`src/design/u8s_pkg.sv`:
```
// Package for the UTF-8 sequence splitter: widths, codes, item types and lead-byte decode.
package u8s_pkg;

	localparam int BYTE_W = 8;
	localparam int CHAR_W = 48;
	localparam int LEN_W = 3;
	localparam int MAX_SEQ_BYTES_DEF = 6;

	// Byte class boundaries and overlong floors.
	localparam logic [BYTE_W-1:0] ASCII_END = 8'h80;
	localparam logic [BYTE_W-1:0] LEAD2_LO = 8'hC2;
	localparam logic [BYTE_W-1:0] LEAD3_LO = 8'hE0;
	localparam logic [BYTE_W-1:0] LEAD4_LO = 8'hF0;
	localparam logic [BYTE_W-1:0] LEAD5_LO = 8'hF8;
	localparam logic [BYTE_W-1:0] LEAD6_LO = 8'hFC;
	localparam logic [BYTE_W-1:0] LEAD_END = 8'hFE;
	localparam logic [BYTE_W-1:0] CONT_LO = 8'h80;
	localparam logic [BYTE_W-1:0] CONT_HI = 8'hBF;
	localparam logic [BYTE_W-1:0] FLOOR3 = 8'hA0;
	localparam logic [BYTE_W-1:0] FLOOR4 = 8'h90;
	localparam logic [BYTE_W-1:0] FLOOR5 = 8'h88;
	localparam logic [BYTE_W-1:0] FLOOR6 = 8'h84;

	typedef enum logic [1:0] {
		ST_OK        = 2'd0,
		ST_INVALID   = 2'd1,
		ST_TRUNCATED = 2'd2
	} status_t;

	typedef struct packed {
		logic [BYTE_W-1:0] in_byte;
		logic              end_of_string;
	} byte_item_t;

	typedef struct packed {
		logic [CHAR_W-1:0] char_bytes;
		logic [LEN_W-1:0]  char_length;
		status_t           status;
		logic              string_done;
	} char_item_t;

	// Sequence length announced by a lead byte; zero for a byte that cannot lead.
	function automatic logic [LEN_W-1:0] lead_len(input logic [BYTE_W-1:0] b);
		logic [LEN_W-1:0] len;
		len = '0;
		priority if (b < ASCII_END) begin
			len = 3'd1;
		end else if (b < LEAD2_LO) begin
			len = 3'd0;
		end else if (b < LEAD3_LO) begin
			len = 3'd2;
		end else if (b < LEAD4_LO) begin
			len = 3'd3;
		end else if (b < LEAD5_LO) begin
			len = 3'd4;
		end else if (b < LEAD6_LO) begin
			len = 3'd5;
		end else if (b < LEAD_END) begin
			len = 3'd6;
		end else begin
			len = 3'd0;
		end
		return len;
	endfunction

	// Lowest allowed second byte after a lead; raised only for the overlong-prone leads.
	function automatic logic [BYTE_W-1:0] lead_floor(input logic [BYTE_W-1:0] b);
		logic [BYTE_W-1:0] fl;
		fl = CONT_LO;
		if (b == LEAD3_LO) begin
			fl = FLOOR3;
		end else if (b == LEAD4_LO) begin
			fl = FLOOR4;
		end else if (b == LEAD5_LO) begin
			fl = FLOOR5;
		end else if (b == LEAD6_LO) begin
			fl = FLOOR6;
		end
		return fl;
	endfunction

endpackage

```
`src/design/u8s_stream_ifs.sv`:
```
// Valid/ready stream interfaces for the byte input and the character output.
interface u8s_byte_if
	import u8s_pkg::*;
();
	logic       valid;
	logic       ready;
	byte_item_t data;

	modport source (output valid, output data, input ready);
	modport sink (input valid, input data, output ready);
endinterface

interface u8s_char_if
	import u8s_pkg::*;
();
	logic       valid;
	logic       ready;
	char_item_t data;

	modport source (output valid, output data, input ready);
	modport sink (input valid, input data, output ready);
endinterface

```
`src/design/utf8_sequence_splitter_top.sv`:
```
// Top level of the UTF-8 sequence splitter: input register, decode against open state, result register.
//
//  channel | dir | payload                                          | handshake
//  --------+-----+--------------------------------------------------+-------------
//  bytes   | in  | in_byte[7:0], end_of_string                      | valid/ready
//  chars   | out | char_bytes[47:0], char_length[2:0], status[1:0], | valid/ready
//          |     | string_done                                      |
//
// One byte per cycle is accepted while the output is not stalled; each result passes
// through the input register and the result register. The only loop is the open-sequence
// state, updated once per byte. arst_n clears all valid flags and the sequence state;
// no clearing pass is needed. A stalled output holds its result and the input register,
// and bytes.ready drops only while both of them are full.
module utf8_sequence_splitter_top
	import u8s_pkg::*;
#(
	parameter int MAX_SEQ_BYTES = MAX_SEQ_BYTES_DEF
) (
	input  logic             clk,
	input  logic             arst_n,
	u8s_byte_if.sink         bytes,
	u8s_char_if.source       chars
);

	localparam int GW = MAX_SEQ_BYTES * BYTE_W;

	// Input register.
	logic              valid_s1;
	byte_item_t        item_s1;

	// Open-sequence state.
	logic [GW-1:0]     gath_q;
	logic [LEN_W-1:0]  need_q;
	logic [LEN_W-1:0]  cnt_q;
	logic [BYTE_W-1:0] floor_q;
	logic              disc_q;

	// Result register.
	logic              out_valid_q;
	char_item_t        out_item_q;

	logic              proc;
	logic              advance;

	// Next state and result of the byte in the input register.
	logic [GW-1:0]     gath_d;
	logic [LEN_W-1:0]  need_d;
	logic [LEN_W-1:0]  cnt_d;
	logic [BYTE_W-1:0] floor_d;
	logic              disc_d;
	logic              res_valid;
	char_item_t        res_item;

	logic [LEN_W-1:0]  ld_len;
	logic [BYTE_W-1:0] lowest;
	logic [GW-1:0]     gath_sh;
	logic [LEN_W-1:0]  cnt_inc;
	logic [BYTE_W-1:0] b;
	logic              eos;

	// The stage can hand on a byte when the result register is free or is being read.
	assign advance = !out_valid_q || chars.ready;
	assign proc = valid_s1 && advance;
	assign bytes.ready = !valid_s1 || advance;

	assign b = item_s1.in_byte;
	assign eos = item_s1.end_of_string;
	assign ld_len = lead_len(b);
	assign lowest = (cnt_q == 3'd1) ? floor_q : CONT_LO;
	assign gath_sh = {gath_q[GW-BYTE_W-1:0], b};
	assign cnt_inc = cnt_q + 3'd1;

	// Decode of one byte against the open sequence.
	always_comb begin
		gath_d = gath_q;
		need_d = need_q;
		cnt_d = cnt_q;
		floor_d = floor_q;
		disc_d = disc_q;
		res_valid = 1'b0;
		res_item.char_bytes = '0;
		res_item.char_length = '0;
		res_item.status = ST_OK;
		res_item.string_done = eos;

		if (disc_q) begin
			if (eos) begin
				disc_d = 1'b0;
				gath_d = '0;
				need_d = '0;
				cnt_d = '0;
				floor_d = CONT_LO;
				res_valid = 1'b1;
				res_item.status = ST_INVALID;
			end
		end else if (need_q == '0) begin
			if (ld_len == '0 || ld_len > LEN_W'(MAX_SEQ_BYTES)) begin
				// Invalid lead byte.
				disc_d = !eos;
				res_valid = 1'b1;
				res_item.status = ST_INVALID;
			end else if (ld_len == 3'd1) begin
				res_valid = 1'b1;
				res_item.char_bytes = CHAR_W'(b);
				res_item.char_length = 3'd1;
			end else if (eos) begin
				// A lead as the last byte truncates the string.
				res_valid = 1'b1;
				res_item.status = ST_TRUNCATED;
			end else begin
				gath_d = GW'(b);
				need_d = ld_len;
				cnt_d = 3'd1;
				floor_d = lead_floor(b);
			end
		end else begin
			gath_d = '0;
			need_d = '0;
			cnt_d = '0;
			floor_d = CONT_LO;
			if (b < lowest || b > CONT_HI) begin
				// Bad continuation drops the partial character.
				disc_d = !eos;
				res_valid = 1'b1;
				res_item.status = ST_INVALID;
			end else if (cnt_inc >= need_q) begin
				res_valid = 1'b1;
				res_item.char_bytes = CHAR_W'(gath_sh);
				res_item.char_length = need_q;
			end else if (eos) begin
				res_valid = 1'b1;
				res_item.status = ST_TRUNCATED;
			end else begin
				gath_d = gath_sh;
				need_d = need_q;
				cnt_d = cnt_inc;
				floor_d = floor_q;
			end
		end
	end

	// Input register.
	always_ff @(posedge clk or negedge arst_n) begin
		if (!arst_n) begin
			valid_s1 <= 1'b0;
		end else if (bytes.ready) begin
			valid_s1 <= bytes.valid;
		end
	end

	always_ff @(posedge clk) begin
		if (bytes.valid && bytes.ready) begin
			item_s1 <= bytes.data;
		end
	end

	// Sequence state.
	always_ff @(posedge clk or negedge arst_n) begin
		if (!arst_n) begin
			gath_q <= '0;
			need_q <= '0;
			cnt_q <= '0;
			floor_q <= CONT_LO;
			disc_q <= 1'b0;
		end else if (proc) begin
			gath_q <= gath_d;
			need_q <= need_d;
			cnt_q <= cnt_d;
			floor_q <= floor_d;
			disc_q <= disc_d;
		end
	end

	// Result register.
	always_ff @(posedge clk or negedge arst_n) begin
		if (!arst_n) begin
			out_valid_q <= 1'b0;
		end else if (advance) begin
			out_valid_q <= proc && res_valid;
		end
	end

	always_ff @(posedge clk) begin
		if (proc && res_valid) begin
			out_item_q <= res_item;
		end
	end

	assign chars.valid = out_valid_q;
	assign chars.data = out_item_q;

endmodule

```
`src/flat_wrapper.sv`:
```
// flat-port wrapper written by rule: the top's interface ports become plain ports
module utf8_sequence_splitter_top_flat import u8s_pkg::*;
#(
	parameter int MAX_SEQ_BYTES = MAX_SEQ_BYTES_DEF
)
  (clk, arst_n, bytes_valid, bytes_data, bytes_ready, chars_valid, chars_data, chars_ready);
  u8s_byte_if bytes_i ();
  u8s_char_if chars_i ();
  input  logic clk;
  input  logic arst_n;
  input wire logic [$bits(bytes_i.valid)-1:0] bytes_valid;
  input wire logic [$bits(bytes_i.data)-1:0] bytes_data;
  output wire logic [$bits(bytes_i.ready)-1:0] bytes_ready;
  output wire logic [$bits(chars_i.valid)-1:0] chars_valid;
  output wire logic [$bits(chars_i.data)-1:0] chars_data;
  input wire logic [$bits(chars_i.ready)-1:0] chars_ready;
  assign bytes_i.valid = bytes_valid;
  assign bytes_i.data = bytes_data;
  assign bytes_ready = bytes_i.ready;
  assign chars_valid = chars_i.valid;
  assign chars_data = chars_i.data;
  assign chars_i.ready = chars_ready;
  utf8_sequence_splitter_top #(.MAX_SEQ_BYTES(MAX_SEQ_BYTES)) u_core (.clk(clk), .arst_n(arst_n), .bytes(bytes_i), .chars(chars_i));
endmodule
```
`config.mk`:
```
export PLATFORM = sky130hd
export DESIGN_NAME = utf8_sequence_splitter_top_flat
export DESIGN_NICKNAME = d
export VERILOG_FILES = /design/src/design/u8s_pkg.sv /design/src/design/u8s_stream_ifs.sv /design/src/design/utf8_sequence_splitter_top.sv /design/src/flat_wrapper.sv
export SDC_FILE = /design/constraint.sdc
export NUM_CORES = 1
export LEC_CHECK = 0
export BUFFER_PORTS_ARGS = -buffer_cell sky130_fd_sc_hd__clkbuf_2
export CORE_MARGIN = 2
export CORE_UTILIZATION = 39
export DETAILED_ROUTE_END_ITERATION = 10
export SLEW_MARGIN = 10
export SYNTH_ARGS = -nofsm -noshare
export SYNTH_HDL_FRONTEND = slang
export SYNTH_SLANG_ARGS = --single-unit
```
`constraint.sdc`:
```
create_clock -name clk -period 6.98 [get_ports clk]
set_input_delay 0.698 -clock clk [delete_from_list [all_inputs] [get_ports clk]]
set_output_delay 0.698 -clock clk [all_outputs]
set_load 0.02 [all_outputs]
```
==> impl_metrics.ini <==
[timing]
final.min_clock_period_ns = 4.18
slew_headroom_pct = 36.3
rsz0062_at_grt = false
max_clock_freq_ghz = 0.239
setup-tns-final_ns = 0
drv_slew = 0
period_share_pct = 59.9
setup-violations-final = 0
report.final.hold_viol_count = 0
worst_clock_skew_ns = 0.00995
max_slew.worst_pin.slew_ns = 0.948

[setup_path]
rr_startpoint = u_core.cnt_q[0]
r2r_end = u_core.chars.data[0]
critPathKind = flip-flop to flip-flop
path_max_fanout = 38
crit_path_launch_type = flip-flop
worst_setup_slack_for_register_to_register_paths_ns = 2.80
crit_path_end_kind = flip-flop
worst_ep_required_time_ns = 7.04
worst-endpoint-arrival_ns = 4.24
r2r.worst_path.cells = 11

[cts]
insertion_delay_ns = 0.41
number_of_cts_inserted_buffers = 17
clkSlewWorstSetupHoldPaths_ns = 0.06
postCtsSetupRepairBufs = 0
cts.path.max_buffers = 2
cts_tree = built
cts_htree_levels = 4
cts_hold_buffers = 0
cts.sink_count = 120
postCtsResizedCells = 0
clk_root_buffer_cell = clkbuf_16

[yosys]
yosys.area.top_type = edfxtp_1
proportion_of_synthesized_chip_area_in_sequential_cells_pct = 66.4
avgSynthCellArea_um2 = 14.0
postSynth.asyncResetShare_pct = 47.5
synth_seq_cells = 120
post_synth_num_cell_types = 47
synth_area_um2 = 5000
synth-edff-count = 63
synth_warnings = 0
postSynthNetCount = 383
post_synth_inst_count = 358
yosys_most_used_dff = edfxtp_1
synthDominantCellAreaShare_pct = 37.8
largest_cells_by_area_after_synthesis = edfxtp_1, dfrtp_1, a22o_1, and2_1, ha_1

[die]
ioPinCount = 69
initial_utilization_pct = 39.8
die_x_um = 117
core_area_um2 = 12600
die_y_um = 117
rows = 41
fp.dieArea_um2 = 13700

[cells_and_area]
area_growth_pct = 21.2
final_layout_size_suffix_gt1_share_pct = 26.7
layout.nets = 458
finished_core_util_pct = 48.2
num_antenna_cells = 0

[power]
leakagePower_nw = 2.60
power-per-cell-area_nw_per_um2 = 384
max-vdd-ir-drop_uv = 257

[grt]
remaining_global_route_overflow = 0
grt_pass1_vias = 3149
grt_first_pass_wirelength_um = 16100
grt_use_total_pct = 15.8
maximum_number_of_pins_on_one_net_before_global_route_repair = 58
antenna_found_initial = 0

[run]
max_cap_viol_count = 0

[route]
finalWirelength_um = 9850
drtAntennaViolNets = 0
vias = 3141
avgRoutedWirePerCell_um = 15.9
drtIter0Drc = 222
drt-vias-per-instance = 5.08
drc = 0
dr.pass1.iters = 4

[outcome]
status = completed

[placed_design]
io_buffers = 68
gp_weighted_congestion = 0.901
detailed_placement_hpwl_um = 6570

[hold_path]
min-delay-path-class = input port to async pin
critical path, stage by stage, from the launching register on:
cell	delay [ns]
dfrtp_1	0.43
ha_1	0.17
nor2b_1	0.46
nand2_1	0.14
ha_1	0.32
a21oi_1	0.16
nor2b_1	0.06
o31a_2	0.30
o21ai_1	0.46
o21ai_0	0.33
nor2_4	0.47
buf_4	0.50
layout make-up:
cell class / count / area [um2]
Multi-Input combinational cell: 214 / 1520
Clock buffer: 19 / 443
Sequential cell: 120 / 3320
Fill cell: 1109 / 6510
Tap cell: 172 / 215
Timing Repair Buffer: 72 / 370
Clock inverter: 13 / 169
Inverter: 8 / 30.0
synth_stat cells, types with 2 or more instances:
master and number:
o21ai_0 6, nor3b_1 5, a21o_1 2, buf_6 2, nor3_1 11, o21ai_2 2, nor4_1 3, clkbuf_1 7
and2_1 47, edfxtp_1 63, nand2_1 18, nor2_1 15, buf_8 3, inv_1 8, a22o_2 3, nand2b_1 5
a31oi_1 3, dfrtp_1 56, clkbuf_8 3, and2_2 2, a22o_1 37, nand3_1 4, a32o_1 9, a21oi_1 8
nor2b_1 3, ha_1 12
worst max-delay path by stage:
stage,from,end,slack [ns],cells after the start
global route,u_core.cnt_q[0],u_core.chars.data[0],2.50,11
CTS,u_core.cnt_q[0],u_core.chars.data[0],2.80,11
detailed placement,u_core.cnt_q[0],u_core.chars.data[0],2.80,11
global placement,u_core.cnt_q[1],u_core.chars.data[0],3.02,12
finish,u_core.cnt_q[0],u_core.chars.data[0],2.80,11
floorplan,u_core.cnt_q[1],u_core.chars.data[0],1.98,12
sequential cells by signal, indices dropped and copies added (netlist names):
register,flops
u_core.b,8
u_core.chars.data,54
u_core.chars.valid,1
u_core.cnt_q,3
u_core.disc_q,1
u_core.eos,1
u_core.floor_q,8
u_core.gath_q,40
u_core.need_q,3
u_core.valid_s1,1
layer usage:
metal / vias to the layer above / routed length (um) / global-route usage [%]
li1: 1488 / - / -
met1: 1555 / 4520 / 20.8
met2: 88 / 4730 / 23.9
met3: 10 / 514 / 5.20
met4: 0 / 85 / 6.75
met5: - / 0 / 0
logic make-up after synthesis:
kind of cell,Yosys count,synth area share (%)
fa+ha+maj,12,3.00
buf+inv,24,3.55
simple gates,120,13.5
xor+xnor,1,0.175
flops,120,66.4
compound gates,81,13.4
layout by cell type (no fill, tap or decap), types with 2 or more instances in the layout:
| cell type | Yosys | routed |
|---|---|---|
| clkbuf_2 | 0 | 68 |
| edfxtp_1 | 63 | 63 |
| dfrtp_1 | 56 | 56 |
| and2_1 | 47 | 47 |
| a22o_1 | 37 | 37 |
| nand2_1 | 18 | 18 |
| clkbuf_16 | 0 | 17 |
| nor2_1 | 15 | 14 |
| ha_1 | 12 | 12 |
| nor3_1 | 11 | 10 |
| a32o_1 | 9 | 9 |
| inv_1 | 8 | 8 |
| a21oi_1 | 8 | 8 |
| o21ai_0 | 6 | 6 |
| nand2b_1 | 5 | 5 |
| nor3b_1 | 5 | 5 |
| nand3_1 | 4 | 4 |
| inv_6 | 0 | 4 |
| clkinvlp_4 | 0 | 4 |
| buf_4 | 0 | 4 |
| nor2b_1 | 3 | 3 |
| a31oi_1 | 3 | 3 |
| nor4_1 | 3 | 3 |
| a22o_2 | 3 | 3 |
| bufinv_16 | 0 | 3 |
| and2_2 | 2 | 2 |
| a21o_1 | 2 | 2 |
| o21ai_2 | 2 | 2 |
power breakdown:
| part | switching [W] | leakage (nW) | total, W | internal, W |
|---|---|---|---|---|
| logic | 0.000335 | 0.915 | 0.000476 | 0.000141 |
| clock network | 0.000319 | 0.287 | 0.000893 | 0.000575 |
| registers | 0.0000764 | 1.40 | 0.000959 | 0.000883 |
stage by stage:
stage | instance area [um2] | worst slack, ns | power, W | hold WS, ns | std cells
2_1_floorplan | 5000 | 1.98 | 0.00130 | 0.402 | 358
3_3_place_gp | 5450 | 3.02 | 0.00145 | 0.483 | 586
3_5_place_dp | 5450 | 2.80 | 0.00145 | 0.485 | 586
4_1_cts | 6060 | 2.80 | 0.00235 | 0.450 | 618
5_1_grt | 6060 | 2.50 | 0.00245 | 0.444 | 618
6_report | 6060 | 2.80 | 0.00233 | 0.430 | 618
Power figures use the tool's default switching activity.
